## src/sv/rebe_pkg.sv

```systemverilog
// Package for the rotary encoder button events unit: event codes, register
// indexes, reset values, sequencer states and the button evaluation struct.
// No dependencies.
`timescale 1ns / 1ps
`default_nettype none
package rebe_pkg;

	typedef enum logic [1:0] {
		EV_CW    = 2'd0,
		EV_CCW   = 2'd1,
		EV_HOLD  = 2'd2,
		EV_CLICK = 2'd3
	} event_code_t;

	typedef enum logic [1:0] {
		CFG_STEPS_PER_DETENT = 2'd0,
		CFG_DEBOUNCE_MS      = 2'd1,
		CFG_HOLD_MS          = 2'd2
	} cfg_index_t;

	typedef enum logic [1:0] {
		ST_IDLE,
		ST_EVAL,
		ST_RUN,
		ST_BTN
	} state_t;

	localparam int          CFG_DATA_W        = 16;
	localparam logic [2:0]  STEPS_RESET       = 3'd2;
	localparam logic [15:0] DEBOUNCE_RESET    = 16'd15;
	localparam logic [15:0] HOLD_RESET        = 16'd600;
	localparam logic [15:0] PRESS_MAX         = 16'hFFFF;

	typedef struct packed {
		logic [15:0] press_next;
		logic        hold_next;
		logic        pend;
		event_code_t code;
	} btn_eval_t;

endpackage
`default_nettype wire

```

## src/sv/rebe_in_if.sv

```systemverilog
// Input channel of the rotary encoder button events unit: one poll item.
// No dependencies.
`timescale 1ns / 1ps
`default_nettype none
interface rebe_in_if;
	logic               valid;
	logic               ready;
	logic signed [15:0] encoder_count;
	logic        [15:0] interval_ms;
	logic               button_pressed;

	modport source (output valid, output encoder_count, output interval_ms,
		output button_pressed, input ready);
	modport sink (input valid, input encoder_count, input interval_ms,
		input button_pressed, output ready);
endinterface
`default_nettype wire

```

## src/sv/rebe_out_if.sv

```systemverilog
// Output channel of the rotary encoder button events unit: one event.
// No dependencies.
`timescale 1ns / 1ps
`default_nettype none
interface rebe_out_if;
	logic       valid;
	logic       ready;
	logic [1:0] event_code;
	logic       last_event;

	modport source (output valid, output event_code, output last_event, input ready);
	modport sink (input valid, input event_code, input last_event, output ready);
endinterface
`default_nettype wire

```

## src/sv/rotary_encoder_button_events_unit.sv

```systemverilog
// Rotary encoder detent and push-button event unit.
// Poll items arrive on enc_in; events leave on evt_out, each poll's last
// event flagged by last_event. A poll is taken only while the sequencer is
// idle: it is registered, then the counter difference and the button decision
// are formed, then detent events (at most MAX_DETENTS_PER_ITEM) go out in turn
// through a shared add/compare unit, then a hold or click event if any.
// Events pass through a single output register; while the receiver holds ready
// low the sequencer waits and nothing is lost. Leftover detent steps stay in
// the reference count for later polls.
// Configuration writes (cfg_we, cfg_index, cfg_wdata) take effect at the
// next edge and belong only to idle periods. Reset (arst_n low) restores
// steps_per_detent 2, debounce_ms 15, hold_ms 600 and clears the reference
// count, press time and hold flag; the block is ready right after reset.
// Depends on rebe_pkg, rebe_in_if, rebe_out_if, rebe_button.
`timescale 1ns / 1ps
`default_nettype none
module rotary_encoder_button_events_unit #(
	parameter int MAX_DETENTS_PER_ITEM = 63
) (
	input  wire logic                          clk,
	input  wire logic                          arst_n,
	rebe_in_if.sink                            enc_in,
	rebe_out_if.source                         evt_out,
	input  wire logic                          cfg_we,
	input  wire logic [1:0]                    cfg_index,
	input  wire logic [rebe_pkg::CFG_DATA_W-1:0] cfg_wdata
);
	import rebe_pkg::*;

	localparam int CNT_W = $clog2(MAX_DETENTS_PER_ITEM + 1);

	state_t state_q, state_d;

	logic [2:0]         steps_q;
	logic [15:0]        debounce_q, hold_q;
	logic [15:0]        ref_q, press_q;
	logic               hold_sent_q;

	logic signed [15:0] count_q;
	logic [15:0]        elapsed_q;
	logic               pressed_q;

	logic signed [15:0] delta_q;
	logic               dir_q;
	logic [CNT_W-1:0]   det_q;
	logic               btn_pend_q;
	event_code_t        btn_code_q;

	logic               out_valid_q;
	event_code_t        out_code_q;
	logic               out_last_q;

	btn_eval_t          btn;
	logic [2:0]         step;
	logic signed [16:0] step17;
	logic [15:0]        diff;
	logic signed [15:0] delta_new;
	logic [15:0]        ref_new;
	logic [CNT_W-1:0]   det_next;
	logic               more, next_more, out_free;
	logic               take, do_eval, emit_det, emit_btn;

	function automatic logic detent_left(input logic signed [15:0] d,
		input logic dir, input logic signed [16:0] s);
		logic signed [16:0] d17;
		d17 = {d[15], d};
		detent_left = dir ? (d17 <= -s) : (d17 >= s);
	endfunction

	rebe_button u_button (
		.press_time     (press_q),
		.hold_sent      (hold_sent_q),
		.interval_ms    (elapsed_q),
		.button_pressed (pressed_q),
		.debounce_ms    (debounce_q),
		.hold_ms        (hold_q),
		.result         (btn)
	);

	always_comb begin
		step      = (steps_q == 3'd0) ? 3'd1 : steps_q;
		step17    = signed'({14'd0, step});
		diff      = count_q - ref_q;
		// shared unit: one step of the remaining difference and the reference
		delta_new = dir_q ? (delta_q + signed'({13'd0, step}))
			: (delta_q - signed'({13'd0, step}));
		ref_new   = dir_q ? (ref_q - {13'd0, step}) : (ref_q + {13'd0, step});
		det_next  = det_q + CNT_W'(1);
		more      = detent_left(delta_q, dir_q, step17)
			&& (det_q < CNT_W'(MAX_DETENTS_PER_ITEM));
		next_more = detent_left(delta_new, dir_q, step17)
			&& (det_next < CNT_W'(MAX_DETENTS_PER_ITEM));
		out_free  = !out_valid_q || evt_out.ready;
	end

	always_comb begin
		state_d  = state_q;
		take     = 1'b0;
		do_eval  = 1'b0;
		emit_det = 1'b0;
		emit_btn = 1'b0;
		case (state_q)
			ST_IDLE: begin
				take = enc_in.valid;
				if (enc_in.valid) state_d = ST_EVAL;
			end
			ST_EVAL: begin
				do_eval = 1'b1;
				state_d = ST_RUN;
			end
			ST_RUN: begin
				if (more) begin
					if (out_free) emit_det = 1'b1;
				end else if (btn_pend_q) begin
					state_d = ST_BTN;
				end else begin
					state_d = ST_IDLE;
				end
			end
			ST_BTN: begin
				if (out_free) begin
					emit_btn = 1'b1;
					state_d  = ST_IDLE;
				end
			end
			default: state_d = ST_IDLE;
		endcase
	end

	assign enc_in.ready       = (state_q == ST_IDLE);
	assign evt_out.valid      = out_valid_q;
	assign evt_out.event_code = out_code_q;
	assign evt_out.last_event = out_last_q;

	always_ff @(posedge clk or negedge arst_n) begin
		if (!arst_n) begin
			state_q <= ST_IDLE;
		end else begin
			state_q <= state_d;
		end
	end

	always_ff @(posedge clk or negedge arst_n) begin
		if (!arst_n) begin
			steps_q    <= STEPS_RESET;
			debounce_q <= DEBOUNCE_RESET;
			hold_q     <= HOLD_RESET;
		end else if (cfg_we) begin
			case (cfg_index)
				CFG_STEPS_PER_DETENT: steps_q    <= cfg_wdata[2:0];
				CFG_DEBOUNCE_MS:      debounce_q <= cfg_wdata;
				CFG_HOLD_MS:          hold_q     <= cfg_wdata;
				default: ;
			endcase
		end
	end

	always_ff @(posedge clk or negedge arst_n) begin
		if (!arst_n) begin
			ref_q       <= '0;
			press_q     <= '0;
			hold_sent_q <= 1'b0;
			btn_pend_q  <= 1'b0;
			out_valid_q <= 1'b0;
		end else begin
			if (do_eval) begin
				press_q     <= btn.press_next;
				hold_sent_q <= btn.hold_next;
				btn_pend_q  <= btn.pend;
			end
			if (emit_det) ref_q <= ref_new;
			if (emit_btn) btn_pend_q <= 1'b0;
			if (emit_det || emit_btn) begin
				out_valid_q <= 1'b1;
			end else if (evt_out.ready) begin
				out_valid_q <= 1'b0;
			end
		end
	end

	always_ff @(posedge clk) begin
		if (take) begin
			count_q   <= enc_in.encoder_count;
			elapsed_q <= enc_in.interval_ms;
			pressed_q <= enc_in.button_pressed;
		end
		if (do_eval) begin
			delta_q    <= signed'(diff);
			dir_q      <= diff[15];
			det_q      <= '0;
			btn_code_q <= btn.code;
		end
		if (emit_det) begin
			delta_q    <= delta_new;
			det_q      <= det_next;
			out_code_q <= dir_q ? EV_CCW : EV_CW;
			out_last_q <= !next_more && !btn_pend_q;
		end
		if (emit_btn) begin
			out_code_q <= btn_code_q;
			out_last_q <= 1'b1;
		end
	end
endmodule
`default_nettype wire

```

## src/sv/rebe_button.sv

```systemverilog
// Button press timing: accumulates press time, decides hold or click.
// Depends on rebe_pkg.
`timescale 1ns / 1ps
`default_nettype none
module rebe_button (
	input  wire logic [15:0]         press_time,
	input  wire logic                hold_sent,
	input  wire logic [15:0]         interval_ms,
	input  wire logic                button_pressed,
	input  wire logic [15:0]         debounce_ms,
	input  wire logic [15:0]         hold_ms,
	output rebe_pkg::btn_eval_t      result
);
	import rebe_pkg::*;

	logic [15:0] elapsed_eff;
	logic [16:0] sum;
	logic [15:0] sat;

	always_comb begin
		// a zero interval counts as one millisecond
		elapsed_eff = (interval_ms == 16'd0) ? 16'd1 : interval_ms;
		sum         = {1'b0, press_time} + {1'b0, elapsed_eff};
		sat         = sum[16] ? PRESS_MAX : sum[15:0];
		result      = '0;
		result.code = EV_HOLD;
		if (button_pressed) begin
			result.press_next = sat;
			result.hold_next  = hold_sent;
			if ((sat >= hold_ms) && !hold_sent) begin
				result.hold_next = 1'b1;
				result.pend      = 1'b1;
			end
		end else begin
			result.press_next = 16'd0;
			result.hold_next  = 1'b0;
			result.code       = EV_CLICK;
			result.pend       = (press_time != 16'd0) && (press_time >= debounce_ms)
				&& !hold_sent;
		end
	end
endmodule
`default_nettype wire

```

## src/flat_wrapper.sv

```systemverilog
// flat-port wrapper written by rule: the top's interface ports become plain ports
module rotary_encoder_button_events_unit_flat import rebe_pkg::*;
#(
	parameter int MAX_DETENTS_PER_ITEM = 63
)
  (clk, arst_n, cfg_we, cfg_index, cfg_wdata, enc_in_valid, enc_in_encoder_count, enc_in_interval_ms, enc_in_button_pressed, enc_in_ready, evt_out_valid, evt_out_event_code, evt_out_last_event, evt_out_ready);
  rebe_in_if enc_in_i ();
  rebe_out_if evt_out_i ();
  input  wire logic clk;
  input  wire logic arst_n;
  input  wire logic cfg_we;
  input  wire logic [1:0] cfg_index;
  input  wire logic [rebe_pkg::CFG_DATA_W-1:0] cfg_wdata;
  input wire logic [$bits(enc_in_i.valid)-1:0] enc_in_valid;
  input wire logic [$bits(enc_in_i.encoder_count)-1:0] enc_in_encoder_count;
  input wire logic [$bits(enc_in_i.interval_ms)-1:0] enc_in_interval_ms;
  input wire logic [$bits(enc_in_i.button_pressed)-1:0] enc_in_button_pressed;
  output wire logic [$bits(enc_in_i.ready)-1:0] enc_in_ready;
  output wire logic [$bits(evt_out_i.valid)-1:0] evt_out_valid;
  output wire logic [$bits(evt_out_i.event_code)-1:0] evt_out_event_code;
  output wire logic [$bits(evt_out_i.last_event)-1:0] evt_out_last_event;
  input wire logic [$bits(evt_out_i.ready)-1:0] evt_out_ready;
  assign enc_in_i.valid = enc_in_valid;
  assign enc_in_i.encoder_count = enc_in_encoder_count;
  assign enc_in_i.interval_ms = enc_in_interval_ms;
  assign enc_in_i.button_pressed = enc_in_button_pressed;
  assign enc_in_ready = enc_in_i.ready;
  assign evt_out_valid = evt_out_i.valid;
  assign evt_out_event_code = evt_out_i.event_code;
  assign evt_out_last_event = evt_out_i.last_event;
  assign evt_out_i.ready = evt_out_ready;
  rotary_encoder_button_events_unit #(.MAX_DETENTS_PER_ITEM(MAX_DETENTS_PER_ITEM)) u_core (.clk(clk), .arst_n(arst_n), .enc_in(enc_in_i), .evt_out(evt_out_i), .cfg_we(cfg_we), .cfg_index(cfg_index), .cfg_wdata(cfg_wdata));
endmodule
```

## config.mk

```make
export PLATFORM = sky130hd
export DESIGN_NAME = rotary_encoder_button_events_unit_flat
export DESIGN_NICKNAME = d
export VERILOG_FILES = /design/src/sv/rebe_pkg.sv /design/src/sv/rebe_in_if.sv /design/src/sv/rebe_out_if.sv /design/src/sv/rotary_encoder_button_events_unit.sv /design/src/sv/rebe_button.sv /design/src/flat_wrapper.sv
export SDC_FILE = /design/constraint.sdc
export NUM_CORES = 1
export LEC_CHECK = 0
export BUFFER_PORTS_ARGS = -buffer_cell sky130_fd_sc_hd__buf_2
export CAP_MARGIN = 20
export CORE_MARGIN = 8
export CORE_UTILIZATION = 40
export DETAILED_ROUTE_END_ITERATION = 10
export SETUP_SLACK_MARGIN = 0.3
export SLEW_MARGIN = 30
export SYNTH_ARGS = -nofsm -noshare
export SYNTH_HDL_FRONTEND = slang
export SYNTH_SLANG_ARGS = --single-unit
```

## constraint.sdc

```tcl
create_clock -name clk -period 4.57 [get_ports clk]
set_clock_uncertainty 0.05 [all_clocks]
set_input_delay 0.914 -clock clk [delete_from_list [all_inputs] [get_ports clk]]
set_output_delay 0.914 -clock clk [all_outputs]
set_load 0.01 [all_outputs]
```

==> reports/qor.yml <==
placementRows: 56
powerDensity_nw_per_um2: 760.1
vias_per_cell: 5.290
period_needed_ps: 4216
busiest_layer: "met2"
synth_cell_types: 90
p_leak_nw: 4.957
synth_mux_area_share_pct: 5.237
hold_viol: 0
max_cap_violations: 0
grt_pass1_wl_mm: 36.72
finalPower_w: 0.008344
crit_fanout: 9
wirelength_mm: 23.02
boundaryPins: 61
setup_tns_ps: 0
antenna_cells: 0
cts-root-buf: "clkbuf_16"
synth_edf_count: 59
synthArstFlopShare_pct: 54.55
synth-xor-area-share_pct: 5.224
fillers: 2294
synth-adder-area-share_pct: 16.75
vdd_drop_max_uv: 276.8
clk_latency_ps: 430
die_h_um: 170.0
ant_nets: 0
yosysWarnings: 0
rrSetupSlack_ps: 350
drt-initial-drc-count: 344
dieArea_um2: 28900
hold_class: "input pin to asynchronous set/reset pin"
drv_slew: 0
clock.fmax_mhz: 237.2
met1_usage_pct: 22.79
period_share_pct: 92.25
ys_top_cells_by_count: "119 x ha_1, 75 x inv_1, 63 x dfrtp_1, 60 x nand2_1, 59 x edfxtp_1"
htreeDepth: 4
rsz0062_at_grt: "true"
overflow: 0
synth.most_common_cell: "ha_1"
cts_buffers: 17
core_um2: 23400
first_global_vias: 7043
synth_top_family_by_area: "adder cells"
dr.pass1.iters: 4
layout.nets: 1188
cts_tree: "yes"
fp.dieW_um: 170.0
cp.required_ps: 4840
gp_congestion: 0.8798
cts_hold_buf: 0
synth-seq-area-share_pct: 38.00
ys_top_cells_by_area: "edfxtp_1 19%, dfrtp_1 17%, ha_1 16%"
clockBufferDepth: 2
drive_gt1_share_pct: 21.94
start_util_pct: 40.53
syn_avg_cell_area_um2: 10.22
critPathKind: "flip-flop to flip-flop"
crit_path_start_kind: "flip-flop"
synth_cells: 928
synth-seq-cells: 132
setup_viol_count_final: 0
via_count: 7088
dp_hpwl_mm: 17.57
synth_top_area_share_pct: 18.68
clock_sinks: 132
grt_max_degree: 73
antenna_found_initial: 0
endpoint_kind: "flip-flop"
synthFlopType: "dfrtp_1"
grtUsageTotal_pct: 16.16
drc: 0
gr-usage-met3_pct: 3.012
worst_pin_slew_ps: 953.8
synth_largest_area_cell: "edfxtp_1"
synth_compound_area_share_pct: 16.11
status: "finished clean"
slew_headroom_pct: 36.18
clk_pin_slew_ps: 70
syn2layout_area_growth_pct: 15.74
routedWlPerCell_um: 17.18
grtUsageMet2_pct: 24.70
syn-cell-area_um2: 9485
yosys.area_share.simple_pct: 13.88
numPortBuffers: 60
crit_arrival_ps: 4480
-- through the flow --
| step | std cells | setup WS (ps) | util (%) | hold WS [ps] | cell area (um2) |
|---|---|---|---|---|---|
| final | 1340 | 354.1 | 46.91 | 445.5 | 10980 |
| after global routing | 1340 | 167.9 | 46.91 | 466.2 | 10980 |
| after CTS | 1327 | 318.4 | 46.10 | 445.8 | 10790 |
| after detailed placement | 1294 | 111.4 | 43.39 | 430.1 | 10150 |
| after global placement | 1294 | 271.1 | 43.39 | 423.7 | 10150 |
| after floorplan | 936 | 372.1 | - | 424.8 | 9515 |
-- sequential cells by signal, summed over array words and instances, names as in the netlist, 3 cells and up --
name               flops
u_core.det_q           6
u_core.debounce_q     16
u_core.steps_q         3
u_core.ref_q          16
u_core.press_q        16
u_core.elapsed_q      16
u_core.count_q        16
u_core.delta_q        16
u_core.hold_q         16
-- area by class of cell --
class,instances,area [um2],area share (%)
Multi-Input combinational cell,694,5570,50.74
Clock buffer,18,450.4,4.103
Sequential cell,132,3605,32.84
Clock inverter,14,135.1,1.231
Inverter,75,281.5,2.564
Tap cell,319,399.1,3.636
Timing Repair Buffer,88,536.8,4.889
-- cell families (layout without fill, tap and decap cells) --
group | Yosys count | in the layout
mux | 44 | 44
xor+xnor | 54 | 54
compound gates | 214 | 214
simple gates | 249 | 249
flops | 132 | 132
other cells | 1 | 9
buf+inv | 110 | 195
fa+ha+maj | 124 | 124
-- path summary, 6_finish.rpt --
| check | from | end | cells past startpoint |
|---|---|---|---|
| min in group clk | u_core.evt_out.last_event | u_core.evt_out.last_event | 2 |
| worst min-delay path | arst_n | u_core.press_q[11] | 1 |
| worst max-delay path | u_core.elapsed_q[2] | u_core.btn_pend_q | 19 |
| worst max register to register | u_core.elapsed_q[2] | u_core.btn_pend_q | 19 |
| max in group asynchronous | arst_n | u_core.ref_q[15] | 1 |
| worst min register to register | u_core.evt_out.last_event | u_core.evt_out.last_event | 2 |
-- worst max-delay path: stages, from the launching register on --
cell	delay [ps]
edfxtp_1	410
nor4_4	70
a41o_1	280
ha_4	180
fa_2	380
a21oi_2	170
o211ai_1	150
o211a_1	280
a31oi_2	220
o21bai_1	100
a21oi_2	170
buf_6	140
buf_12	120
nand2_1	50
ha_1	290
a21o_1	180
a21o_1	180
a211oi_2	270
a41oi_2	170
a31o_2	250
-- report_power, final --
part | total, W | internal, W | switching (W)
registers | 0.00227 | 0.00179 | 0.000478
logic | 0.00471 | 0.00211 | 0.00261
clock network | 0.00136 | 0.000756 | 0.000604
-- layer usage --
metal	share of wire (%)	vias up
met5	0	-
met3	3.8	23
met1	51	3383
li1	-	3537
met4	1.5	0
met2	44	145
-- what timing repair did --
item,4_1_cts,5_1_grt
gates resized for setup,9,15
pin swaps,4,21
buffers inserted,1,12
endpoints found under the setup margin,2,26
-- placed cells by master, fill, tap and decap left out, drive strengths merged, types with 8 or more instances in the layout --
cell type  instances
xor2              30
nor2              56
nand3             18
inv               85
dfrtp             63
nor4              11
a211oi            11
and2              10
a22o              13
mux2              39
nor3              13
ha               119
clkbuf            18
o211ai            10
nand2             68
a21o              19
o21ai             50
a31oi              8
a21oi             42
dfstp              9
nor2b             11
buf               88
conb               9
nand4             15
nand2b            16
xnor2             24
edfxtp            59
(Power assumes the default switching activity.)
